===== config.mk =====
export PLATFORM = sky130hd
export DESIGN_NAME = srgr_front_flat
export DESIGN_NICKNAME = d
export VERILOG_FILES = /design/src/hw/rtl/sequence_reorder_gap_release_core_assert.svh /design/src/hw/rtl/srgr_in_if.sv /design/src/hw/rtl/srgr_front.sv /design/src/flat_wrapper.sv
export SDC_FILE = /design/constraint.sdc
export NUM_CORES = 1
export LEC_CHECK = 0
export ABC_AREA = 1
export BUFFER_PORTS_ARGS = -buffer_cell sky130_fd_sc_hd__buf_2
export CORE_MARGIN = 2
export CORE_UTILIZATION = 55
export DETAILED_ROUTE_END_ITERATION = 10
export PLACE_DENSITY = 0.83
export SLEW_MARGIN = 5
export SYNTH_ARGS = -nofsm -noshare
export SYNTH_HDL_FRONTEND = slang
export SYNTH_SLANG_ARGS = --single-unit

===== constraint.sdc =====
create_clock -name clk -period 18 [get_ports clk]
set_input_delay 3.6 -clock clk [delete_from_list [all_inputs] [get_ports clk]]
set_output_delay 3.6 -clock clk [all_outputs]
set_load 0.005 [all_outputs]

===== src/hw/rtl/sequence_reorder_gap_release_core_assert.svh =====
// Assertion macros used by the reorder buffer back end (srgr_back).
// Uses clk and rst_n of the including module.
`ifndef SEQUENCE_REORDER_GAP_RELEASE_CORE_ASSERT_SVH
`define SEQUENCE_REORDER_GAP_RELEASE_CORE_ASSERT_SVH
`ifndef SYNTHESIS
`define SRGR_ASSERT_ALWAYS(lbl, cond) \
  lbl: assert property (@(posedge clk) disable iff (!rst_n) (cond)) \
    else $error("assertion failed");
`define SRGR_ASSERT_NEXT(lbl, ante, cons) \
  lbl: assert property (@(posedge clk) disable iff (!rst_n) (ante) |=> (cons)) \
    else $error("assertion failed");
`else
`define SRGR_ASSERT_ALWAYS(lbl, cond)
`define SRGR_ASSERT_NEXT(lbl, ante, cons)
`endif
`endif


===== src/hw/rtl/srgr_in_if.sv =====
// Input channel of the reorder buffer: valid/ready plus the update word.
// Standalone, no package use.
interface srgr_in_if #(parameter int SEQ_BITS = 48, parameter int HANDLE_BITS = 16);
  logic                   valid;
  logic                   ready;
  logic [SEQ_BITS-1:0]    span_first;
  logic [SEQ_BITS-1:0]    last_seq;
  logic [HANDLE_BITS-1:0] handle;
  logic                   feed;
  modport source (output valid, span_first, last_seq, handle, feed, input ready);
  modport sink (input valid, span_first, last_seq, handle, feed, output ready);
endinterface


===== src/hw/rtl/srgr_front.sv =====
// Front end: accepts update words into a two-entry queue for the back end.
// Depends on srgr_in_if.
module srgr_front #(
  parameter int SEQ_BITS    = 48,
  parameter int HANDLE_BITS = 16,
  parameter int QW          = 2 * SEQ_BITS + HANDLE_BITS + 1
) (
  input  logic          clk,
  input  logic          rst_n,
  srgr_in_if.sink       in_ch,
  output logic          q_valid,
  output logic [QW-1:0] q_data,
  input  logic          q_pop
);
  logic [QW-1:0] slot_r [2];
  logic          wr_ptr_r, wr_ptr_nxt;
  logic          rd_ptr_r, rd_ptr_nxt;
  logic [1:0]    cnt_r, cnt_nxt;
  logic          push;
  logic          pop;

  assign in_ch.ready = (cnt_r != 2'd2);
  assign push    = in_ch.valid && in_ch.ready;
  assign q_valid = (cnt_r != 2'd0);
  assign pop     = q_pop && q_valid;
  assign q_data  = slot_r[rd_ptr_r];

  always_comb begin
    wr_ptr_nxt = push ? ~wr_ptr_r : wr_ptr_r;
    rd_ptr_nxt = pop ? ~rd_ptr_r : rd_ptr_r;
    cnt_nxt    = cnt_r + {1'b0, push} - {1'b0, pop};
  end

  always_ff @(posedge clk) begin
    if (!rst_n) begin
      wr_ptr_r <= 1'b0;
      rd_ptr_r <= 1'b0;
      cnt_r    <= 2'd0;
    end else begin
      wr_ptr_r <= wr_ptr_nxt;
      rd_ptr_r <= rd_ptr_nxt;
      cnt_r    <= cnt_nxt;
    end
  end

  always_ff @(posedge clk) begin
    if (push) begin
      slot_r[wr_ptr_r] <= {in_ch.span_first, in_ch.last_seq, in_ch.handle, in_ch.feed};
    end
  end
endmodule


===== src/flat_wrapper.sv =====
// flat-port wrapper written by rule: the top's interface ports become plain ports
module srgr_front_flat 
#(
  parameter int SEQ_BITS    = 48,
  parameter int HANDLE_BITS = 16,
  parameter int QW          = 2 * SEQ_BITS + HANDLE_BITS + 1
)
  (clk, rst_n, q_valid, q_data, q_pop, in_ch_valid, in_ch_span_first, in_ch_last_seq, in_ch_handle, in_ch_feed, in_ch_ready);
  srgr_in_if #(.SEQ_BITS(SEQ_BITS), .HANDLE_BITS(HANDLE_BITS)) in_ch_i ();
  input  logic clk;
  input  logic rst_n;
  output logic q_valid;
  output logic [QW-1:0] q_data;
  input  logic q_pop;
  input wire logic [$bits(in_ch_i.valid)-1:0] in_ch_valid;
  input wire logic [$bits(in_ch_i.span_first)-1:0] in_ch_span_first;
  input wire logic [$bits(in_ch_i.last_seq)-1:0] in_ch_last_seq;
  input wire logic [$bits(in_ch_i.handle)-1:0] in_ch_handle;
  input wire logic [$bits(in_ch_i.feed)-1:0] in_ch_feed;
  output wire logic [$bits(in_ch_i.ready)-1:0] in_ch_ready;
  assign in_ch_i.valid = in_ch_valid;
  assign in_ch_i.span_first = in_ch_span_first;
  assign in_ch_i.last_seq = in_ch_last_seq;
  assign in_ch_i.handle = in_ch_handle;
  assign in_ch_i.feed = in_ch_feed;
  assign in_ch_ready = in_ch_i.ready;
  srgr_front #(.SEQ_BITS(SEQ_BITS), .HANDLE_BITS(HANDLE_BITS), .QW(QW)) u_core (.clk(clk), .rst_n(rst_n), .in_ch(in_ch_i), .q_valid(q_valid), .q_data(q_data), .q_pop(q_pop));
endmodule

==> impl_metrics.json <==
{
  "startpoint_type": "flop",
  "grtUsageMet2": 0.315,
  "status": "completed",
  "dieHeight_microns": 130,
  "yosysWarnings": 0,
  "critPathTopFamily": "buffers and inverters",
  "numCtsBuffers": 23,
  "multiInputGateArea_sq_um": 1660,
  "portBuffers": 231,
  "worstMarginPinSlew_ns": 1.02,
  "slowest_delay_ns": 0.92,
  "top_usage_layer": "met2",
  "hp-start": "u_core.rd_ptr_r",
  "min_period_over_period": 0.360,
  "clock_sinks": 231,
  "cp-end-kind": "primary output",
  "powerDensity_nw_per_um2": 141,
  "core_area_sq_um": 15300,
  "r2r_slack_ns": 15.52,
  "netlist_instances": 390,
  "avgSynthCellArea_sq_um": 22.3,
  "tritoncts": "built",
  "max_freq_ghz": 0.154,
  "layout_commonest_cell": "buf_2",
  "core.rowCount": 45,
  "routabilityCongestion": 0.714,
  "post_cts_resize_count": 0,
  "htree_levels": 1,
  "clk_root_buffer_cell": "clkbuf_16",
  "cts.hold.buffers_added": 0,
  "ys_seq_area_frac": 0.792,
  "crit_buf_inv": 2,
  "drt-initial-drc-count": 297,
  "track_usage": 0.178,
  "gr-usage-met1": 0.210,
  "yosys_register_bits": 231,
  "power_mw": 1.52,
  "crit_path_end": "q_data[0]",
  "nets": 756,
  "grt_start_max_net_pins": 61,
  "hold_viol_final": 0,
  "slowest_stage": "buf_4",
  "synth_area_sq_um": 8690,
  "postCtsSetupBuffers": 0,
  "initial_core_util": 0.568,
  "finalWirelength_mm": 15.6,
  "grt-ovfl-total": 0,
  "vias": 4404,
  "required_ns": 14.40,
  "reg2reg_depth": 5,
  "cts_buffer_depth": 3,
  "cap_violations": 0,
  "clk_latency_ns": 0.49,
  "grt_util_met3": 0.0586,
  "slew_violations": 0,
  "clk_pin_slew_ns": 0.06,
  "crit_type": "reg -> out",
  "synth_nets": 509,
  "period_needed_ns": 6.48,
  "arrival_ns": 2.88,
  "wire_per_inst_microns": 18.0,
  "firstDrtPassIters": 6,
  "p_leak_nw": 4.21,
  "antenna_left": 0,
  "fill_cells": 992,
  "worstPathMaxFanout": 57,
  "final_cell_mix": "231 x buf_2, 226 x edfxtp_1, 70 x mux2_4",
  "cp_cell_sequence": "buf_4 > mux2_2 > buf_2",
  "clock_skew_ns": 0.00722,
  "ios": 232,
  "tns_ns": 0,
  "die_x_microns": 130,
  "grt_setup_unrepaired": "false",
  "routed_via_density": 5.09,
  "drc": 0,
  "regArea_sq_um": 6890,
  "dieArea_sq_um": 16800,
  "ir_drop_mv": 0.0958,
  "dp_hpwl_mm": 10.3,
  "grt_pass1_vias": 4619,
  "slew_headroom": 0.319,
  "area_growth_pct": 24.0,
  "finalSetupViolations": 0,
  "worstSetupPathDepth": 3,
  "hp-class": "reg -> reg",
  "grt_antenna_before_repair": 4,
  "reg2reg_from": "u_core.cnt_r[0]",
  "drive_gt1_frac": 0.585,
  "ys_types": 13,
  "reg2reg_to": "u_core.slot_r[1][9]",
  "grt_pass1_wl_mm": 23.1
}
layout make-up:
| cell class | instances | share of cell area |
|---|---|---|
| diodes | 3 | 0.000696 |
| inverters | 9 | 0.00336 |
| repair buffers | 235 | 0.110 |
| clock buffers | 27 | 0.0548 |
| flip-flops and latches | 231 | 0.639 |
| multi-input cells | 137 | 0.154 |
| well taps | 211 | 0.0245 |
| clock inverters | 12 | 0.0143 |
state kept, by name, summed over array words and instances (netlist names), named ones only:
| register | flops |
|---|---|
| u_core.cnt_r | 2 |
| u_core.rd_ptr_r | 1 |
| u_core.slot_r | 226 |
| u_core.wr_ptr_r | 1 |
per-stage QoR:
step / instance area, sq um / hold WS [ns] / cells / setup slack [ns] / util
2_1_floorplan: 8690 / 0.467 / 390 / 9.05 / -
3_5_place_dp: 10000 / 0.506 / 823 / 11.97 / 0.655
4_1_cts: 10800 / 0.519 / 862 / 11.44 / 0.704
5_1_grt: 10800 / 0.578 / 864 / 11.33 / 0.704
3_3_place_gp: 10000 / 0.483 / 823 / 12.01 / 0.655
6_report: 10800 / 0.519 / 865 / 11.52 / 0.704
power breakdown:
part           leakage [nW]  switching (mW)  internal, mW
sequential             2.15          0.0363         0.689
combinational          1.70           0.148         0.177
clock                 0.364           0.180         0.290
logic make-up (layout without fill, tap and decap cells):
| group | Yosys count | after routing | share of synthesized area |
|---|---|---|---|
| flops | 231 | 231 | 0.792 |
| compound gates | 2 | 2 | 0.00115 |
| buf+inv | 22 | 283 | 0.0183 |
| simple gates | 20 | 20 | 0.00907 |
| other cells | 0 | 3 | 0 |
| fa+ha+maj | 2 | 2 | 0.00288 |
| mux | 113 | 113 | 0.177 |
routing by layer:
metal | vias up | share of wire
met5 | - | 0
met4 | 0 | 0.017
met3 | 25 | 0.090
met2 | 179 | 0.50
met1 | 2178 | 0.39
li1 | 2022 | -
worst min-delay path by stage:
stage               slack (ns)  cells after the start               to
floorplan                 0.47                      2             flop
global placement          0.48                      2             flop
detailed placement        0.51                      2             flop
CTS                       0.52                      2             flop
global route              0.58                      2  u_core.rd_ptr_r
finish                    0.52                      2             flop
tightest hold or removal path: cells and delay by family, from the launching register on:
family / cells / cell delay (ns)
DFF: 1 / 0.34
and+or+nand+nor: 2 / 0.15
synth_stat cells:
| cell | instances | area [sq um] |
|---|---|---|
| edfxtp_1 | 226 | 6790 |
| mux2_4 | 70 | 1050 |
| mux2_2 | 43 | 484 |
| inv_1 | 9 | 33.8 |
| nand2_1 | 9 | 33.8 |
| buf_6 | 8 | 90.1 |
| nor2_1 | 8 | 30.0 |
| dfxtp_1 | 5 | 100 |
| buf_2 | 4 | 20.0 |
| nand3_1 | 3 | 15.0 |
| a21oi_1 | 2 | 10.0 |
| ha_1 | 2 | 25.0 |
| buf_8 | 1 | 15.0 |
Power figures use the tool's default switching activity.
